`src/hdl/xmpcu_pkg.sv`:
```
`default_nettype none

package xmpcu_pkg;

  // Pattern limits: row counts above MAX_ROWS are clamped.
  localparam int unsigned MAX_ROWS     = 1024;
  localparam int unsigned MAX_CHANNELS = 127;

  localparam int unsigned BYTE_W    = 8;
  localparam int unsigned NOTE_W    = 7;
  localparam int unsigned INST_W    = 8;
  localparam int unsigned VKIND_W   = 4;
  localparam int unsigned VVAL_W    = 7;
  localparam int unsigned ROW_W     = 10;
  localparam int unsigned CHAN_W    = 7;
  localparam int unsigned ROWCFG_W  = 11;
  localparam int unsigned MASK_W    = 5;
  localparam int unsigned OUT_DATA_W = 56;
  localparam int unsigned OUT_USER_W = 5;
  localparam int unsigned CFG_IDX_W  = 1;
  localparam int unsigned CFG_DATA_W = 11;

  // Configuration register indexes.
  typedef enum logic [CFG_IDX_W-1:0] {
    CFG_CHANNEL_COUNT = 1'b0,
    CFG_ROW_COUNT     = 1'b1
  } cfg_index_t;

  // Byte position inside a packed cell, one-hot.
  typedef enum logic [5:0] {
    PH_HEAD  = 6'b000001,
    PH_NOTE  = 6'b000010,
    PH_INST  = 6'b000100,
    PH_VOL   = 6'b001000,
    PH_EFF   = 6'b010000,
    PH_PARAM = 6'b100000
  } phase_t;

  localparam logic [BYTE_W-1:0]  PACK_FLAG_BIT = 8'h80;
  localparam logic [BYTE_W-1:0]  RAW_KEY_OFF   = 8'd97;
  localparam logic [BYTE_W-1:0]  RAW_NOTE_MAX  = 8'd96;
  localparam logic [NOTE_W-1:0]  NOTE_OFFSET   = 7'd12;
  localparam logic [NOTE_W-1:0]  NOTE_KEY_OFF  = 7'd109;
  localparam logic [NOTE_W-1:0]  NOTE_BLANK    = 7'd0;
  localparam logic [BYTE_W-1:0]  INST_NONE_RAW = 8'hFF;
  localparam logic [BYTE_W-1:0]  VOL_LOW       = 8'h10;
  localparam logic [BYTE_W-1:0]  VOL_HIGH      = 8'h50;
  localparam logic [BYTE_W-1:0]  VOL_CMD_BASE  = 8'h60;
  localparam logic [MASK_W-1:0]  MASK_ALL_BUT_NOTE = 5'b11110;

  // Volume column kinds.
  localparam logic [VKIND_W-1:0] VK_NONE    = 4'd0;
  localparam logic [VKIND_W-1:0] VK_VOLUME  = 4'd1;
  localparam logic [VKIND_W-1:0] VK_PANNING = 4'd8;
  // High nibble of a command volume byte maps to kind = nibble - 4.
  localparam logic [3:0]         VK_NIBBLE_OFFSET = 4'd4;

  typedef struct packed {
    logic [NOTE_W-1:0]  note;
    logic [INST_W-1:0]  instrument;
    logic [VKIND_W-1:0] volume_kind;
    logic [VVAL_W-1:0]  volume_value;
    logic [BYTE_W-1:0]  effect_code;
    logic [BYTE_W-1:0]  effect_param;
    logic               has_effect;
    logic [ROW_W-1:0]   row_index;
    logic [CHAN_W-1:0]  channel_index;
    logic               last_cell;
  } cell_t;

  function automatic logic [NOTE_W-1:0] decode_note(input logic [BYTE_W-1:0] raw);
    logic [NOTE_W-1:0] res;
    if (raw == RAW_KEY_OFF) begin
      res = NOTE_KEY_OFF;
    end else if (raw != '0 && raw <= RAW_NOTE_MAX) begin
      res = raw[NOTE_W-1:0] + NOTE_OFFSET;
    end else begin
      res = NOTE_BLANK;
    end
    return res;
  endfunction

  // Panning nibble rescaled to 0..64 as (v*64+8)/15.
  function automatic logic [VVAL_W-1:0] pan_scale(input logic [3:0] v);
    logic [VVAL_W-1:0] res;
    unique case (v)
      4'd0:  res = 7'd0;
      4'd1:  res = 7'd4;
      4'd2:  res = 7'd9;
      4'd3:  res = 7'd13;
      4'd4:  res = 7'd17;
      4'd5:  res = 7'd21;
      4'd6:  res = 7'd26;
      4'd7:  res = 7'd30;
      4'd8:  res = 7'd34;
      4'd9:  res = 7'd38;
      4'd10: res = 7'd43;
      4'd11: res = 7'd47;
      4'd12: res = 7'd51;
      4'd13: res = 7'd56;
      4'd14: res = 7'd60;
      4'd15: res = 7'd64;
      default: res = 7'd0;
    endcase
    return res;
  endfunction

  // First field position at or after 'from' (1 = note .. 5 = parameter)
  // whose bit is set in the mask; PH_HEAD when none remains.
  function automatic phase_t next_phase(input logic [MASK_W-1:0] mask,
                                        input logic [2:0] from);
    phase_t res;
    res = PH_HEAD;
    for (int i = MASK_W - 1; i >= 0; i--) begin
      if (mask[i] && (3'(i + 1) >= from)) begin
        res = phase_t'(6'(1) << (i + 1));
      end
    end
    return res;
  endfunction

endpackage

`default_nettype wire

```
`src/hdl/xm_pattern_cell_unpacker.sv`:
```
// A decoded cell is registered onto the result channel in the cycle after the
// transaction that carries the last byte of that cell.
// Throughput: one data byte per cycle; the result register refills in the
// same cycle it drains, so back-pressure only stalls when a cell waits untaken.
// Reset (synchronous, rst_n low): expecting a cell's first byte, row and
// channel counters at zero, channel_count 4, row_count 64, no result pending.
`default_nettype none

module xm_pattern_cell_unpacker (
  input  wire logic                                clk,
  input  wire logic                                rst_n,
  // in_tdata: data_byte [7:0]
  input  wire logic [xmpcu_pkg::BYTE_W-1:0]        in_tdata,
  input  wire logic                                in_tvalid,
  output logic                                     in_tready,
  // out_tdata: note [6:0], instrument [14:7], volume_value [21:15],
  // effect_code [29:22], effect_param [37:30], row_index [47:38],
  // channel_index [54:48], zero [55]
  output logic [xmpcu_pkg::OUT_DATA_W-1:0]         out_tdata,
  // out_tuser: volume_kind [3:0], has_effect [4]
  output logic [xmpcu_pkg::OUT_USER_W-1:0]         out_tuser,
  output logic                                     out_tlast,
  output logic                                     out_tvalid,
  input  wire logic                                out_tready,
  input  wire logic                                cfg_valid,
  output logic                                     cfg_ready,
  input  wire logic [xmpcu_pkg::CFG_IDX_W-1:0]     cfg_index,
  input  wire logic [xmpcu_pkg::CFG_DATA_W-1:0]    cfg_data
);

  logic [xmpcu_pkg::CHAN_W-1:0]   ch_count_r;
  logic [xmpcu_pkg::ROWCFG_W-1:0] row_count_r;

  xmpcu_pkg::phase_t              phase_r, phase_nxt;
  logic [xmpcu_pkg::MASK_W-1:0]   mask_r, mask_nxt;
  logic [xmpcu_pkg::NOTE_W-1:0]   note_r, note_nxt;
  logic [xmpcu_pkg::INST_W-1:0]   inst_r, inst_nxt;
  logic [xmpcu_pkg::BYTE_W-1:0]   vol_r, vol_nxt;
  logic [xmpcu_pkg::BYTE_W-1:0]   eff_r, eff_nxt;
  logic [xmpcu_pkg::BYTE_W-1:0]   param;
  logic [xmpcu_pkg::ROW_W-1:0]    row_cnt_r, row_cnt_nxt;
  logic [xmpcu_pkg::CHAN_W-1:0]   ch_cnt_r, ch_cnt_nxt;

  xmpcu_pkg::cell_t               cell_r, cell_nxt;
  logic                           out_valid_r, out_valid_nxt;

  logic                           in_accept;
  logic                           emit;
  logic [xmpcu_pkg::VKIND_W-1:0]  vkind;
  logic [xmpcu_pkg::VVAL_W-1:0]   vval;
  logic [xmpcu_pkg::CHAN_W-1:0]   chs_eff;
  logic [xmpcu_pkg::ROWCFG_W-1:0] rows_eff;
  logic                           row_end;
  logic                           last;

  assign in_tready = !out_valid_r || out_tready;
  assign in_accept = in_tvalid && in_tready;
  assign cfg_ready = 1'b1;

  // Field collection: apply this byte to the held cell and find the next field.
  always_comb begin
    phase_nxt = phase_r;
    mask_nxt  = mask_r;
    note_nxt  = note_r;
    inst_nxt  = inst_r;
    vol_nxt   = vol_r;
    eff_nxt   = eff_r;
    param     = '0;
    unique case (phase_r)
      xmpcu_pkg::PH_HEAD: begin
        note_nxt = '0;
        inst_nxt = '0;
        vol_nxt  = '0;
        eff_nxt  = '0;
        if ((in_tdata & xmpcu_pkg::PACK_FLAG_BIT) != '0) begin
          mask_nxt  = in_tdata[xmpcu_pkg::MASK_W-1:0];
          phase_nxt = xmpcu_pkg::next_phase(in_tdata[xmpcu_pkg::MASK_W-1:0], 3'd1);
        end else begin
          // A plain first byte is the note, with all other fields following.
          note_nxt  = xmpcu_pkg::decode_note(in_tdata);
          mask_nxt  = xmpcu_pkg::MASK_ALL_BUT_NOTE;
          phase_nxt = xmpcu_pkg::PH_INST;
        end
      end
      xmpcu_pkg::PH_NOTE: begin
        note_nxt  = xmpcu_pkg::decode_note(in_tdata);
        phase_nxt = xmpcu_pkg::next_phase(mask_r, 3'd2);
      end
      xmpcu_pkg::PH_INST: begin
        inst_nxt  = (in_tdata == xmpcu_pkg::INST_NONE_RAW) ? '0 : in_tdata;
        phase_nxt = xmpcu_pkg::next_phase(mask_r, 3'd3);
      end
      xmpcu_pkg::PH_VOL: begin
        vol_nxt   = in_tdata;
        phase_nxt = xmpcu_pkg::next_phase(mask_r, 3'd4);
      end
      xmpcu_pkg::PH_EFF: begin
        eff_nxt   = in_tdata;
        phase_nxt = xmpcu_pkg::next_phase(mask_r, 3'd5);
      end
      xmpcu_pkg::PH_PARAM: begin
        param     = in_tdata;
        phase_nxt = xmpcu_pkg::PH_HEAD;
      end
      default: begin
        phase_nxt = xmpcu_pkg::PH_HEAD;
      end
    endcase
  end

  // The cell is complete whenever the next expected byte is a first byte.
  assign emit = (phase_nxt == xmpcu_pkg::PH_HEAD);

  always_comb begin
    vkind = xmpcu_pkg::VK_NONE;
    vval  = '0;
    if (vol_nxt >= xmpcu_pkg::VOL_LOW && vol_nxt <= xmpcu_pkg::VOL_HIGH) begin
      vkind = xmpcu_pkg::VK_VOLUME;
      vval  = xmpcu_pkg::VVAL_W'(vol_nxt - xmpcu_pkg::VOL_LOW);
    end else if (vol_nxt >= xmpcu_pkg::VOL_CMD_BASE) begin
      vkind = vol_nxt[7:4] - xmpcu_pkg::VK_NIBBLE_OFFSET;
      vval  = {3'b000, vol_nxt[3:0]};
      if (vkind == xmpcu_pkg::VK_PANNING) begin
        vval = xmpcu_pkg::pan_scale(vol_nxt[3:0]);
      end
    end
  end

  // Position tracking. A counter left beyond its limit by a register change
  // counts as sitting at the limit.
  always_comb begin
    chs_eff  = (ch_count_r == '0) ? xmpcu_pkg::CHAN_W'(1) : ch_count_r;
    if (row_count_r == '0) begin
      rows_eff = xmpcu_pkg::ROWCFG_W'(1);
    end else if (row_count_r > xmpcu_pkg::ROWCFG_W'(xmpcu_pkg::MAX_ROWS)) begin
      rows_eff = xmpcu_pkg::ROWCFG_W'(xmpcu_pkg::MAX_ROWS);
    end else begin
      rows_eff = row_count_r;
    end
    row_end = (ch_cnt_r >= chs_eff - xmpcu_pkg::CHAN_W'(1));
    last    = row_end &&
              ({1'b0, row_cnt_r} >= rows_eff - xmpcu_pkg::ROWCFG_W'(1));
    if (last) begin
      row_cnt_nxt = '0;
      ch_cnt_nxt  = '0;
    end else if (row_end) begin
      row_cnt_nxt = row_cnt_r + xmpcu_pkg::ROW_W'(1);
      ch_cnt_nxt  = '0;
    end else begin
      row_cnt_nxt = row_cnt_r;
      ch_cnt_nxt  = ch_cnt_r + xmpcu_pkg::CHAN_W'(1);
    end
  end

  always_comb begin
    cell_nxt.note          = note_nxt;
    cell_nxt.instrument    = inst_nxt;
    cell_nxt.volume_kind   = vkind;
    cell_nxt.volume_value  = vval;
    cell_nxt.effect_code   = eff_nxt;
    cell_nxt.effect_param  = param;
    cell_nxt.has_effect    = (eff_nxt | param) != '0;
    cell_nxt.row_index     = row_cnt_r;
    cell_nxt.channel_index = ch_cnt_r;
    cell_nxt.last_cell     = last;
  end

  always_comb begin
    if (in_accept && emit) begin
      out_valid_nxt = 1'b1;
    end else if (out_tready) begin
      out_valid_nxt = 1'b0;
    end else begin
      out_valid_nxt = out_valid_r;
    end
  end

  always_ff @(posedge clk) begin
    if (!rst_n) begin
      ch_count_r  <= 7'd4;
      row_count_r <= 11'd64;
      phase_r     <= xmpcu_pkg::PH_HEAD;
      mask_r      <= '0;
      row_cnt_r   <= '0;
      ch_cnt_r    <= '0;
      out_valid_r <= 1'b0;
    end else begin
      if (cfg_valid && cfg_ready) begin
        unique case (xmpcu_pkg::cfg_index_t'(cfg_index))
          xmpcu_pkg::CFG_CHANNEL_COUNT: ch_count_r  <= cfg_data[xmpcu_pkg::CHAN_W-1:0];
          xmpcu_pkg::CFG_ROW_COUNT:     row_count_r <= cfg_data;
          default: ;
        endcase
      end
      if (in_accept) begin
        phase_r <= phase_nxt;
        mask_r  <= mask_nxt;
        if (emit) begin
          row_cnt_r <= row_cnt_nxt;
          ch_cnt_r  <= ch_cnt_nxt;
        end
      end
      out_valid_r <= out_valid_nxt;
    end
  end

  always_ff @(posedge clk) begin
    if (in_accept) begin
      note_r <= note_nxt;
      inst_r <= inst_nxt;
      vol_r  <= vol_nxt;
      eff_r  <= eff_nxt;
      if (emit) begin
        cell_r <= cell_nxt;
      end
    end
  end

  assign out_tvalid = out_valid_r;
  assign out_tlast  = cell_r.last_cell;
  assign out_tuser  = {cell_r.has_effect, cell_r.volume_kind};
  assign out_tdata  = {1'b0,
                       cell_r.channel_index,
                       cell_r.row_index,
                       cell_r.effect_param,
                       cell_r.effect_code,
                       cell_r.volume_value,
                       cell_r.instrument,
                       cell_r.note};

endmodule

`default_nettype wire

```
`config.mk`:
```
export PLATFORM = sky130hd
export DESIGN_NAME = xm_pattern_cell_unpacker
export DESIGN_NICKNAME = d
export VERILOG_FILES = /design/src/hdl/xmpcu_pkg.sv /design/src/hdl/xm_pattern_cell_unpacker.sv
export SDC_FILE = /design/constraint.sdc
export NUM_CORES = 1
export LEC_CHECK = 0
export BUFFER_PORTS_ARGS = -buffer_cell sky130_fd_sc_hd__buf_4
export CAP_MARGIN = 5
export CELL_PAD_IN_SITES_DETAIL_PLACEMENT = 2
export CELL_PAD_IN_SITES_GLOBAL_PLACEMENT = 2
export CORE_MARGIN = 4
export CORE_UTILIZATION = 34
export CTS_CLUSTER_SIZE = 24
export DETAILED_ROUTE_END_ITERATION = 10
export PLACE_DENSITY_LB_ADDON = 0.1
export SLEW_MARGIN = 20
export SYNTH_ARGS = -nofsm -noshare
export SYNTH_HDL_FRONTEND = slang
export SYNTH_SLANG_ARGS = --single-unit
export TNS_END_PERCENT = 100
```
`constraint.sdc`:
```
create_clock -name clk -period 5.1 [get_ports clk]
set_input_delay 1.02 -clock clk [delete_from_list [all_inputs] [get_ports clk]]
set_output_delay 1.02 -clock clk [all_outputs]
set_load 0.005 [all_outputs]
```
# Word level (Yosys, flattened, before mapping)
# Memories as Yosys holds them, arrays and structs flattened.
# Cells that the tools add are included.
# word_totals
inputBits	25
memories	1
ff_bits	139
romBits	112
wordCells	103
# mem_list
memory	words	word_bits	rd	rd_clocked_by_memory_dff	write_ports	line_no	rtl
(name not given)	16	7	1	0	0	xmpcu_pkg.sv:86	unique case (v)
# classes
n_reduce_logical	19
n_lt_le_gt_ge	7
n_mux	34
addsub	7
bitwise	3
n_eq_ne	10
# op_table
op	n
7-bit two-way mux	9
6-bit two-way mux	10
8-bit one-hot mux with 2 select lines	3
6-bit one-hot mux with 5 select lines	1
11-bit two-way mux	2
10-bit two-way mux	2
8-bit by 7-bit <= comparator with 1-bit output (second input constant)	2
8-bit two-way mux	2
8-bit nonzero test	2
7-bit one-hot mux with 2 select lines	1
6-bit by 1-bit equality test with 1-bit output (second input constant)	2
10-bit by 11-bit >= comparator with 1-bit output	1
11-bit > comparator (second input constant)	1
11-bit zero test	1
11-bit by 1-bit subtractor with 11-bit output (second input constant)	1
10-bit by 1-bit adder with 10-bit output (second input constant)	1
8-bit by 7-bit equality test with 1-bit output (second input constant)	1
8-bit equality test (second input constant)	1
8-bit by 5-bit >= comparator with 1-bit output (second input constant)	1
8-bit by 7-bit >= comparator with 1-bit output (second input constant)	1
8-bit OR	1
2-bit AND reduction	4
7-bit by 1-bit adder with 7-bit output (second input constant)	1
7-bit by 4-bit adder with 7-bit output (second input constant)	1
20 further kinds	28

# Longest topological paths before layout
# depth
word_depth	10
depth_mapped	19
ltp_nobuf	18

# Worst setup path before layout
# OpenSTA, ideal clock, no wires.
# synth_timing
path_kind	input -> register
startpoint	input out_tready
endpoint	register cell_r, in the netlist out_tdata[0] (enable)
cell_stages	5
t_arrival_ns	4.651
required_time_ns	4.615
setup_time_ns	0.485
path_buffers	0
setup_slack_ns	-0.036
path_cell_list	nand2b_1 -> nand2_1 -> a221oi_1 -> nand4_2 -> nor2_1
# synth_between
elab_chain_cells	3
# synth_rtl
item	line_no	rtl
from (decl)	xm_pattern_cell_unpacker.sv:24	input wire logic out_tready,
1-bit logical OR	xm_pattern_cell_unpacker.sv:56	assign in_tready = !out_valid_r || out_tready;
1-bit logical AND	xm_pattern_cell_unpacker.sv:57	assign in_accept = in_tvalid && in_tready;
2-bit AND reduction (no line)	n/a	
to (signal assigned)	xm_pattern_cell_unpacker.sv:214	cell_r <= cell_nxt;
to (decl)	xm_pattern_cell_unpacker.sv:44	xmpcu_pkg::cell_t cell_r, cell_nxt;
# Every way passes these cells.
# A chain may end at the register's enable or synchronous reset.

# Worst setup path after layout
# layout_timing
startpoint	register row_count_r[0] (netlist bit)
endpoint	register row_cnt_r[6] (netlist bit)
# layout_between
elab_chain_cells	8
word_cells_on_any_way	10
cone_classes	1 x add/sub; 2 x order compare; 3 x mux; 4 x reduce/logical
# layout_rtl
item	line_no	rtl
from (decl)	xm_pattern_cell_unpacker.sv:32	logic [xmpcu_pkg::ROWCFG_W-1:0] row_count_r;
from (signal assigned)	xm_pattern_cell_unpacker.sv:191	xmpcu_pkg::CFG_ROW_COUNT: row_count_r <= cfg_data;
11-bit > comparator	xm_pattern_cell_unpacker.sv:135	end else if (row_count_r > xmpcu_pkg::ROWCFG_W'(xmpcu_pkg::MAX_ROWS)) begin
11-bit two-way mux	xm_pattern_cell_unpacker.sv:135	
11-bit two-way mux (*)	xm_pattern_cell_unpacker.sv:133	if (row_count_r == '0) begin
11-bit by 1-bit subtractor with 11-bit output (*)	xm_pattern_cell_unpacker.sv:142	({1'b0, row_cnt_r} >= rows_eff - xmpcu_pkg::ROWCFG_W'(1));
10-bit by 11-bit >= comparator with 1-bit output (*)	xm_pattern_cell_unpacker.sv:142	
1-bit logical AND (*)	xm_pattern_cell_unpacker.sv:141	last = row_end &&
2-bit nonzero test (no line)	n/a	
3-bit AND reduction (no line)	n/a	
to (signal assigned)	xm_pattern_cell_unpacker.sv:199	row_cnt_r <= row_cnt_nxt;
to (decl)	xm_pattern_cell_unpacker.sv:41	logic [xmpcu_pkg::ROW_W-1:0] row_cnt_r, row_cnt_nxt;
# Mark *: on every way between the ends. The rest lies on a longest branch, timed or not.

==> flow_summary.ini <==
[run_status]
status = complete, no violations

[synthesis]
synth-seq-area-share = 0.533
netlist_instances = 655
synthArstFlopShare = 0
syn-num-nets = 718
synth_edf_count = 92
yosys_register_bits = 138
synth_top_area_share = 0.400
syn_avg_cell_area_um2 = 10.5
synth_ff_type = edfxtp_1
synthTopCellsByCount = nand2_1, edfxtp_1, dfxtp_1, nor2_1, ha_1
mappedNetlistArea_um2 = 6910
yosysWarnings = 0
yosysMostFrequentCell = nand2_1
synth_cell_types = 70
yosys.area.top_type = edfxtp_1
synthTopCellsByArea = edfxtp_1, dfxtp_1, ha_1, nand2_1, nor2_1

[critical_path]
cp-end-kind = flip-flop
crit_fanout = 11
r2r_end = row_cnt_r[6]
r2r_cells = 17
cp_slowest_cell = or3_1
rrSetupSlack_ns = 0.78
path_cells = or3_1 > or3_1 > nor2_1 > a21oi_1 > or2_2 > ha_1 > o21ai_0 > nor2_1 > a21oi_1 > o21ai_0 > ha_1 > nor4_1 > o211ai_1 > a21oi_1 > or3_1 > nand2_2 > o41ai_2
crit_family = simple AND/OR/NAND/NOR gates
r2r_start = row_count_r[0]
cp.depth = 17
crit_path_start_kind = flip-flop
cp.arrival_ns = 4.65
path_class = flip-flop to flip-flop
cp.required_ns = 5.44
path_buf_inv = 0
cp_slowest_stage_delay_ns = 0.42
crit_path_start = row_count_r[0]
endpoint = row_cnt_r[6]

[timing]
finalSetupViolCount = 0
drv_slew = 0
min_period_over_period = 0.847
hold_viol_final = 0
worst_slew_pin_slew_ns = 0.900
worst_slack_ns = 0.782
rsz0062_at_grt = false
period_minus_slack_ns = 4.32
fmax_mhz = 232
finalSetupTns_ns = 0
finClkSkew_ns = 0.0132
max_slew_margin = 0.400

[clocking]
path_clk_slew_ns = 0.07
cts-resized-gates = 0
clockRootBuffer = clkbuf_16
cts.htree.levels = 4
hold_buffers = 0
clkLatencyLatePin_ns = 0.43
cts_num_sinks = 138
cts-buffers-inserted = 17
clockBufferDepth = 2
postCtsSetupRepairBufs = 0
tritoncts = done

[route]
top_layer_used = met4
drtPass1Iterations = 4
drc_errors = 0
initialDrtViolationCount = 191
ant_nets = 0
wl_met3_um = 585
routed_wl_um = 19200
wl_met1_um = 9030
wl_met2_um = 9360
viasPerCell = 5.30
wire_per_inst_um = 19.0
vias = 5366

[floorplanning]
rows = 51
initial_utilization = 0.350
io_pins = 90
die_y_um = 151
core-area_um2 = 19700
fp.dieW_um = 151
die-area_um2 = 22700

[final_layout]
n_antenna_cell = 0
nets = 797
area_delta_synth_final_pct = 21.9
drive_above_1_share = 0.191

[min_path]
min_path_type = flip-flop to flip-flop
min_from = ch_count_r[0]

[power_and_ir_drop]
p_leak_uw = 0.00324
ir_drop_mv = 0.210
pwr-share-clk = 0.396
swShare = 0.283
p_seq_frac = 0.427
comb_power_share = 0.177
powerDensity_nw_per_um2 = 392
p_int_uw = 2370
power_switching_uw = 934

[global_routing]
grt_max_degree = 50
grt_pass1_wl_um = 31500
gr-total-overflow = 0
grt_pass1_vias = 5837
antenna_found_initial = 0
grtUsageTotal = 0.175

[placed_design]
place_ws_ns = 0.790
portBuffers = 87
gp_congestion = 0.823
place_hpwl_um = 13300

[flow_run]
drv_cap = 0
cell type report:
type,instances,area [µm²]
clock buffer,17,425
inverter,18,67.6
sequential,138,3680
fill,2074,11300
timing repair buffer,89,681
clock inverter,15,190
tap,265,332
multi-input combinational,470,3040
per-stage QoR:
| stage | hold slack [ns] | utilization | std cells | power, µW | cell area (µm²) |
|---|---|---|---|---|---|
| 4_1_cts | 0.491 | 0.427 | 1012 | 3350 | 8420 |
| 5_1_grt | 0.537 | 0.427 | 1012 | 3470 | 8420 |
| 3_3_place_gp | 0.468 | 0.396 | 980 | 1990 | 7800 |
| 2_1_floorplan | 0.443 | - | 655 | 1770 | 6910 |
| 6_report | 0.485 | 0.427 | 1012 | 3300 | 8420 |
| 3_5_place_dp | 0.482 | 0.396 | 980 | 2030 | 7800 |
how the worst min path moves through the flow:
stage                               end  cells past startpoint  slack (ns)
after global routing      ch_count_r[0]                      2        0.54
after CTS                 ch_count_r[0]                      2        0.49
after floorplan           ch_count_r[0]                      2        0.44
after detailed placement  ch_count_r[0]                      2        0.48
final                     ch_count_r[0]                      2        0.49
after global placement    ch_count_r[0]                      2        0.47
sequential cells by signal, summed over array words and instances (netlist names), 7 cells and up:
| signal | flops |
|---|---|
| note_r | 7 |
| row_cnt_r | 10 |
| row_count_r | 11 |
| ch_count_r | 7 |
| eff_r | 8 |
| ch_cnt_r | 7 |
| vol_r | 8 |
| inst_r | 8 |
| out_tdata | 55 |
tightest hold or removal path, stage by stage, from the launching register on:
cell	delay [ns]
dfxtp_1	0.31
nand2_1	0.06
a21boi_0	0.07
power groups by stage:
stage,Clock [µW],Sequential (µW),Combinational [µW]
2_1_floorplan,0,1420,353
3_3_place_gp,0,1430,562
3_5_place_dp,0,1430,591
4_1_cts,1340,1410,601
5_1_grt,1380,1420,661
6_report,1310,1410,585
cells in the final DEF, fill, tap and decap left out, types with 19 or more instances in the layout:
master and n:
dfxtp_1 46, a21boi_0 19, nand3_1 25, a21oi_1 19
edfxtp_1 92, ha_1 38, nor2_1 42, nand2_1 102
o21ai_0 26, buf_4 88
per-layer routing:
metal	track usage	vias up
met3	0.0307	21
met1	0.229	2685
met5	0	-
met2	0.297	89
met4	0.0544	0
li1	-	2571
cell families after synthesis:
group	after synthesis	share of synthesized area
buffers and inverters	47	0.0297
XOR/XNOR	18	0.0228
AO/OA/AOI/OAI	143	0.147
adder cells (fa/ha/maj)	38	0.0688
AND/OR/NAND/NOR	266	0.192
other	2	0.00109
flip-flops	138	0.533
multiplexers	3	0.00471
Note: power is estimated with default switching activity, not from simulation.
